--- src/hw/rtl/banked_priority_message_queue_core_assert.svh ---
// Assertion macros shared by the queue RTL.
// Expects clk and rst in the scope of each use.
`ifndef BANKED_PRIORITY_MESSAGE_QUEUE_CORE_ASSERT_SVH
`define BANKED_PRIORITY_MESSAGE_QUEUE_CORE_ASSERT_SVH

// same-cycle implication
`define BPMQ_ASSERT(label, ante, cons) \
  label: assert property (@(posedge clk) disable iff (rst) (ante) |-> (cons)) \
    else $error("bpmq assertion failed");

// next-cycle implication
`define BPMQ_ASSERT_NEXT(label, ante, cons) \
  label: assert property (@(posedge clk) disable iff (rst) (ante) |=> (cons)) \
    else $error("bpmq assertion failed");

`endif

--- src/hw/rtl/bpmq_pkg.sv ---
// Shared types and codes for the banked priority message queue.
// No dependencies.
package bpmq_pkg;

  localparam logic [1:0] FUNC_ENQ = 2'd0;
  localparam logic [1:0] FUNC_DEQ = 2'd1;
  localparam logic [1:0] FUNC_CLR = 2'd2;

  localparam logic [1:0] STATUS_OK      = 2'd0;
  localparam logic [1:0] STATUS_INVALID = 2'd1;
  localparam logic [1:0] STATUS_FULL    = 2'd2;
  localparam logic [1:0] STATUS_NOMSG   = 2'd3;

  typedef enum logic [2:0] {
    S_IDLE,
    S_ENQ_SCAN,
    S_DQ_HEAD,
    S_DQ_MOVE,
    S_DONE
  } state_t;

  typedef struct packed {
    logic [1:0]  status;
    logic [7:0]  prio;
    logic [31:0] payload;
    logic [4:0]  queue_len;
  } result_t;

endpackage

--- src/hw/rtl/bpmq_ctrl.sv ---
// Sequencer, queue counts and shared priority compare for the queue bank.
// Depends on bpmq_pkg and banked_priority_message_queue_core_assert.svh.
`include "banked_priority_message_queue_core_assert.svh"

module bpmq_ctrl #(
  parameter int NUM_QUEUES   = 8,
  parameter int QUEUE_DEPTH  = 16,
  parameter int PAYLOAD_BITS = 32,
  parameter int AW           = 7
) (
  input  logic                      clk,
  input  logic                      rst,
  input  logic                      start,
  input  logic [1:0]                func,
  input  logic [3:0]                dest,
  input  logic [7:0]                prio_in,
  input  logic [PAYLOAD_BITS-1:0]   body_in,
  output logic                      idle,
  output logic                      res_valid,
  output bpmq_pkg::result_t         res,
  input  logic                      res_take,
  output logic                      mem_we,
  output logic [AW-1:0]             mem_waddr,
  output logic [PAYLOAD_BITS+7:0]   mem_wdata,
  output logic [AW-1:0]             mem_raddr,
  input  logic [PAYLOAD_BITS+7:0]   mem_rdata
);

  localparam int CW = $clog2(QUEUE_DEPTH + 1);
  localparam int QW = (NUM_QUEUES > 1) ? $clog2(NUM_QUEUES) : 1;
  localparam logic [AW-1:0] DEPTH_A = AW'(QUEUE_DEPTH);
  localparam logic [CW-1:0] DEPTH_C = CW'(QUEUE_DEPTH);

  bpmq_pkg::state_t state, state_next;

  logic [CW-1:0]           counts [NUM_QUEUES];
  logic [QW-1:0]           q_sel;
  logic [AW-1:0]           base, base_next;
  logic [CW-1:0]           pos, pos_next;
  logic [CW-1:0]           cnt, cnt_next;
  logic [7:0]              prio, prio_next;
  logic [PAYLOAD_BITS-1:0] body, body_next;
  bpmq_pkg::result_t       res_next;

  logic                    dest_ok;
  logic [CW-1:0]           cur_cnt;
  logic [AW-1:0]           base_in;
  logic [7:0]              rd_prio;
  logic                    less;
  logic                    cnt_we;
  logic [CW-1:0]           cnt_wdata;

  assign dest_ok = (dest != 4'd0) && (dest <= 4'(NUM_QUEUES));
  assign q_sel   = QW'(dest - 4'd1);
  assign cur_cnt = counts[q_sel];
  assign base_in = AW'(q_sel) * DEPTH_A;
  assign rd_prio = mem_rdata[PAYLOAD_BITS+7:PAYLOAD_BITS];
  assign less    = rd_prio < prio;

  assign idle      = (state == bpmq_pkg::S_IDLE);
  assign res_valid = (state == bpmq_pkg::S_DONE);

  // next state
  always_comb begin
    state_next = state;
    case (state)
      bpmq_pkg::S_IDLE: begin
        if (start) begin
          state_next = bpmq_pkg::S_DONE;
          if (dest_ok && func == bpmq_pkg::FUNC_ENQ && cur_cnt < DEPTH_C &&
              cur_cnt != '0) begin
            state_next = bpmq_pkg::S_ENQ_SCAN;
          end
          if (dest_ok && func == bpmq_pkg::FUNC_DEQ && cur_cnt != '0) begin
            state_next = bpmq_pkg::S_DQ_HEAD;
          end
        end
      end
      bpmq_pkg::S_ENQ_SCAN: begin
        if (pos == '0 || !less) begin
          state_next = bpmq_pkg::S_DONE;
        end
      end
      bpmq_pkg::S_DQ_HEAD: begin
        state_next = (cnt == CW'(1)) ? bpmq_pkg::S_DONE : bpmq_pkg::S_DQ_MOVE;
      end
      bpmq_pkg::S_DQ_MOVE: begin
        if (pos == cnt - CW'(1)) begin
          state_next = bpmq_pkg::S_DONE;
        end
      end
      bpmq_pkg::S_DONE: begin
        if (res_take) begin
          state_next = bpmq_pkg::S_IDLE;
        end
      end
      default: state_next = bpmq_pkg::S_IDLE;
    endcase
  end

  // datapath and memory control
  always_comb begin
    mem_we     = 1'b0;
    mem_waddr  = base + AW'(pos);
    mem_wdata  = {prio, body};
    mem_raddr  = base;
    pos_next   = pos;
    cnt_next   = cnt;
    base_next  = base;
    prio_next  = prio;
    body_next  = body;
    res_next   = res;
    cnt_we     = 1'b0;
    cnt_wdata  = cur_cnt;
    case (state)
      bpmq_pkg::S_IDLE: begin
        if (start) begin
          base_next = base_in;
          prio_next = prio_in;
          body_next = body_in;
          cnt_next  = cur_cnt;
          res_next  = '{status: bpmq_pkg::STATUS_OK, prio: 8'd0, payload: 32'd0,
                        queue_len: 5'(cur_cnt)};
          if (!dest_ok) begin
            res_next.status    = bpmq_pkg::STATUS_INVALID;
            res_next.queue_len = 5'd0;
          end else begin
            case (func)
              bpmq_pkg::FUNC_ENQ: begin
                if (cur_cnt >= DEPTH_C) begin
                  res_next.status = bpmq_pkg::STATUS_FULL;
                end else begin
                  cnt_we             = 1'b1;
                  cnt_wdata          = cur_cnt + CW'(1);
                  res_next.queue_len = 5'(cur_cnt + CW'(1));
                  pos_next           = cur_cnt;
                  mem_raddr          = base_in + AW'(cur_cnt) - AW'(1);
                  if (cur_cnt == '0) begin
                    mem_we    = 1'b1;
                    mem_waddr = base_in;
                    mem_wdata = {prio_in, body_in};
                  end
                end
              end
              bpmq_pkg::FUNC_DEQ: begin
                if (cur_cnt == '0) begin
                  res_next.status = bpmq_pkg::STATUS_NOMSG;
                end else begin
                  cnt_we             = 1'b1;
                  cnt_wdata          = cur_cnt - CW'(1);
                  res_next.queue_len = 5'(cur_cnt - CW'(1));
                  mem_raddr          = base_in;
                end
              end
              bpmq_pkg::FUNC_CLR: begin
                cnt_we             = 1'b1;
                cnt_wdata          = '0;
                res_next.queue_len = 5'd0;
              end
              default: begin
                res_next.queue_len = 5'(cur_cnt);
              end
            endcase
          end
        end
      end
      bpmq_pkg::S_ENQ_SCAN: begin
        mem_we = 1'b1;
        if (pos != '0 && less) begin
          mem_wdata = mem_rdata;
          pos_next  = pos - CW'(1);
          mem_raddr = base + AW'(pos) - AW'(2);
        end
      end
      bpmq_pkg::S_DQ_HEAD: begin
        res_next.prio    = rd_prio;
        res_next.payload = 32'(mem_rdata[PAYLOAD_BITS-1:0]);
        pos_next         = CW'(1);
        mem_raddr        = base + AW'(1);
      end
      bpmq_pkg::S_DQ_MOVE: begin
        mem_we    = 1'b1;
        mem_waddr = base + AW'(pos) - AW'(1);
        mem_wdata = mem_rdata;
        pos_next  = pos + CW'(1);
        mem_raddr = base + AW'(pos) + AW'(1);
      end
      default: begin
      end
    endcase
  end

  always_ff @(posedge clk) begin
    if (rst) begin
      state <= bpmq_pkg::S_IDLE;
      for (int i = 0; i < NUM_QUEUES; i++) begin
        counts[i] <= '0;
      end
    end else begin
      state <= state_next;
      if (cnt_we) begin
        counts[q_sel] <= cnt_wdata;
      end
    end
  end

  always_ff @(posedge clk) begin
    base <= base_next;
    pos  <= pos_next;
    cnt  <= cnt_next;
    prio <= prio_next;
    body <= body_next;
    res  <= res_next;
  end

  `BPMQ_ASSERT(a_scan_pos, state == bpmq_pkg::S_ENQ_SCAN, pos < DEPTH_C)
  `BPMQ_ASSERT(a_move_idx, state == bpmq_pkg::S_DQ_MOVE, (pos != '0) && (pos < cnt))
  `BPMQ_ASSERT(a_done_quiet, state == bpmq_pkg::S_DONE, !mem_we && !cnt_we)
  `BPMQ_ASSERT(a_count_cap, state == bpmq_pkg::S_IDLE, cur_cnt <= DEPTH_C)
  `BPMQ_ASSERT_NEXT(a_start_busy, start, !idle)

endmodule

--- config.mk ---
export PLATFORM = sky130hd
export DESIGN_NAME = bpmq_ctrl
export DESIGN_NICKNAME = d
export VERILOG_FILES = /design/src/hw/rtl/bpmq_pkg.sv /design/src/hw/rtl/bpmq_ctrl.sv
export VERILOG_INCLUDE_DIRS = /design/src /design/src/hw/rtl
export SDC_FILE = /design/constraint.sdc
export NUM_CORES = 1
export LEC_CHECK = 0
export BUFFER_PORTS_ARGS = -buffer_cell sky130_fd_sc_hd__buf_4
export CORE_MARGIN = 8
export CORE_UTILIZATION = 45
export CTS_BUF_LIST = sky130_fd_sc_hd__clkbuf_4
export CTS_CLUSTER_DIAMETER = 100
export DETAILED_ROUTE_END_ITERATION = 16
export HOLD_SLACK_MARGIN = 0.05
export PLACE_DENSITY = 0.67
export SLEW_MARGIN = 15
export SYNTH_ARGS = -nofsm -noshare
export SYNTH_HDL_FRONTEND = slang
export SYNTH_SLANG_ARGS = --single-unit
--- constraint.sdc ---
create_clock -name clk -period 7.9 [get_ports clk]
set_input_delay 0 -clock clk [delete_from_list [all_inputs] [get_ports clk]]
set_output_delay 0 -clock clk [all_outputs]
set_load 0.1 [all_outputs]
==> results.md <==
- Routed len/inst: approximately 22 µm
- Layout filler cell count: 1496
- Yosys cell types: 75
- Multi-input gate area: 3740 µm²
- Cells after synthesis: 768
- Clock transition at path regs: 150 ps
- Post-CTS setup buffer count: 0
- Yosys top cell area share: 49.8%
- Tcrit/Tclk final: 72.6%
- Slew @ Worst Pin: 1130 ps
- Setup_tns: 0 ps
- Post-synth EDFFs: between 100 and 150
- Final Cell Area: around 11000 µm²
- First-pass GRT wire length: 42300 µm
- Tmin final: 5730 ps
- Clk sinks: 143
- Most frequent cells in the layout: 198 x buf_4, 140 x edfxtp_1, 89 x dlygate4sd3_1
- DR iter-0 viols: 754
- Worst endpoint required time: 7900 ps
- Htree depth: 4
- Flops & latches, synth: 143
- Area delta synth->final: 32.9%
- Layout Skew: 24.9 ps
- Ports: 194
- Sequential Area: approximately 4300 µm²
- Max Fclk: 174 MHz
- Ys async rst share: 0%
- Worst setup SP type: primary input
- Clock latency on the worst-skew pair: between 500 and 600 ps
- Initial antenna violation count: 1
- PD cells: between 200 and 250 nW/µm²
- Top post-synthesis cells by area: edfxtp_1 50%, ha_1 5.8%, a22oi_1 4.0%, inv_1 3.3%, and2_1 3.1%
- Final setup fails: 0
- Router iterations before antenna repair: 5
- Main synth FF type: edfxtp_1
- Die X: 153 µm
- Starting Density: 45.5%
- Gr ovfl total: 0
- Ys Warns: 0
- Largest net degree at the start of global routing: 57
- Status: completed
- Dpl cell area: slightly above 10000 µm²
- Routed Antenna Nets: 0
- Root Driver: clkbuf_4
- Max-Cap Viols: 0
- Input/output buffers: 193
- TritonCTS clock tree: built
- Share of cells above drive strength 1: 25.3%
- Data arrival time of the critical path: 5730 ps
- Core ar.: 18600 µm²
- Post-synthesis sequential area ratio: 50.5%
- DRC violations left: 0
- Cell taking the most area after synthesis: edfxtp_1
- Total CTS buffers: 17
- Vias in the first global route: approximately 7100
- Crit path max fanout: 47
- VDD IR max: around 0.096 mV
- Vias per cell: 5.75
- P_leak: 0.00456 µW
- Die Ht: 153 µm
- Synthesized area: 8450 µm²
- Placement row count: 50
- Die area: 23400 µm²
- Synthesized net count: 899
- Layout Nets: 1166
- Crit. End Element: output pin
- Commonest non-fill, non-tap cell in the layout: buf_4
- Vias: 7378
- Worst Setup Path Type: in2out
- All-Layer GR Usage: 23.0%
- Final hold violation count: 0
- Relative slew slack: 24.8%
- Syn Area/Cell: 11.0 µm²
- RSZ-0062 raised after global routing: no
- Clock Path Buffers: 2
- Detailed placement HPWL: 19600 µm
- GPL Wtd Cong: 0.912
- Final WL: 27700 µm
- Worst Hold Class: in2reg
- Final max-slew violation count: 0
==> cell type report <==
type,instances,area share (%)
inverters,77,2.57
multi-input cells,509,33.3
flip-flops and latches,143,38.0
diodes,1,0.0223
repair buffers,287,21.2
clock inverters,15,1.20
clock buffers,17,1.14
well taps,234,2.61
==> synth_stat cells, types with 13 or more instances <==
cell type / number
and2_1: 42
a22oi_1: 45
o21ai_0: 52
nor2_1: 52
nand2b_1: 16
xnor2_1: 20
nand2_1: 36
nor3_1: 13
clkbuf_1: 24
nand3_1: 13
inv_1: 75
edfxtp_1: 140
a21oi_1: 38
ha_1: 39
==> path summary, 6_finish.rpt <==
path	start	slack (ps)	cells after the start	to
min reg2reg	cnt[0]$_DFFE_PP_	890	4	state[1]$_SDFFE_PP0P_
min	body_in[24]	170	2	body[24]$_DFFE_PP_
max	dest[0]	2170	13	mem_wdata[38]
max reg2reg	counts[7][2]$_SDFFCE_PN0P_	3910	9	counts[6][4]$_SDFFCE_PN0P_
==> power breakdown <==
group          internal (µW)  switching, µW
clock                    159            297
combinational            273            823
sequential               923           36.1
total                   1360           1160
==> registers in the layout, summed over array words and instances (netlist names) <==
signal  cells
res        47
prio        8
cnt         5
body       32
state       3
pos         5
counts     40
base        3
==> timing repair <==
action,4_1_cts,5_1_grt
hold buffers,89,0
gates resized for setup,0,0
hold endpoints to repair,131,0
==> cells by family after synthesis <==
kind of cell	count (synthesis)	share of synthesized area [%]
fa+ha+maj	41	6.25
mux	24	4.63
buf+inv	116	5.54
simple gates	204	12.5
flops	143	50.5
compound gates	214	17.7
xor+xnor	26	2.92
==> stage by stage <==
stage | utilization (%) | std cells | power (µW) | setup slack (ps) | hold WS (ps)
detailed placement | 54.2 | 1161 | 2030 | 2790 | 192
global route | 60.5 | 1283 | 2600 | 1740 | 144
CTS | 60.4 | 1282 | 2510 | 2230 | 123
global placement | 54.2 | 1161 | 2020 | 2890 | 191
finish | 60.5 | 1283 | 2510 | 2170 | 171
floorplan | - | 768 | 1760 | 2700 | 98.9
==> per-layer routing <==
| metal | routed length (µm) | global-route usage, % | vias to the layer above | share of wire (%) |
|---|---|---|---|---|
| li1 | - | - | 3378 | - |
| met1 | 12100 | 31.5 | 3543 | 44 |
| met2 | 12900 | 36.1 | 428 | 46 |
| met3 | 2320 | 4.48 | 29 | 8.4 |
| met4 | 419 | 7.07 | 0 | 1.5 |
| met5 | 0 | 0 | - | 0 |
==> critical path, stage by stage <==
cell and delay (ps):
dlygate4sd3_1 530, buf_4 250, clkinv_1 340, ha_1 1020, mux4_2 420, mux2i_1 780
ha_1 310, nand2_1 180, nor2_4 190, and3_2 910, a22oi_1 210, o21ai_0 190
buf_4 360
Power figures use the tool's default switching activity.
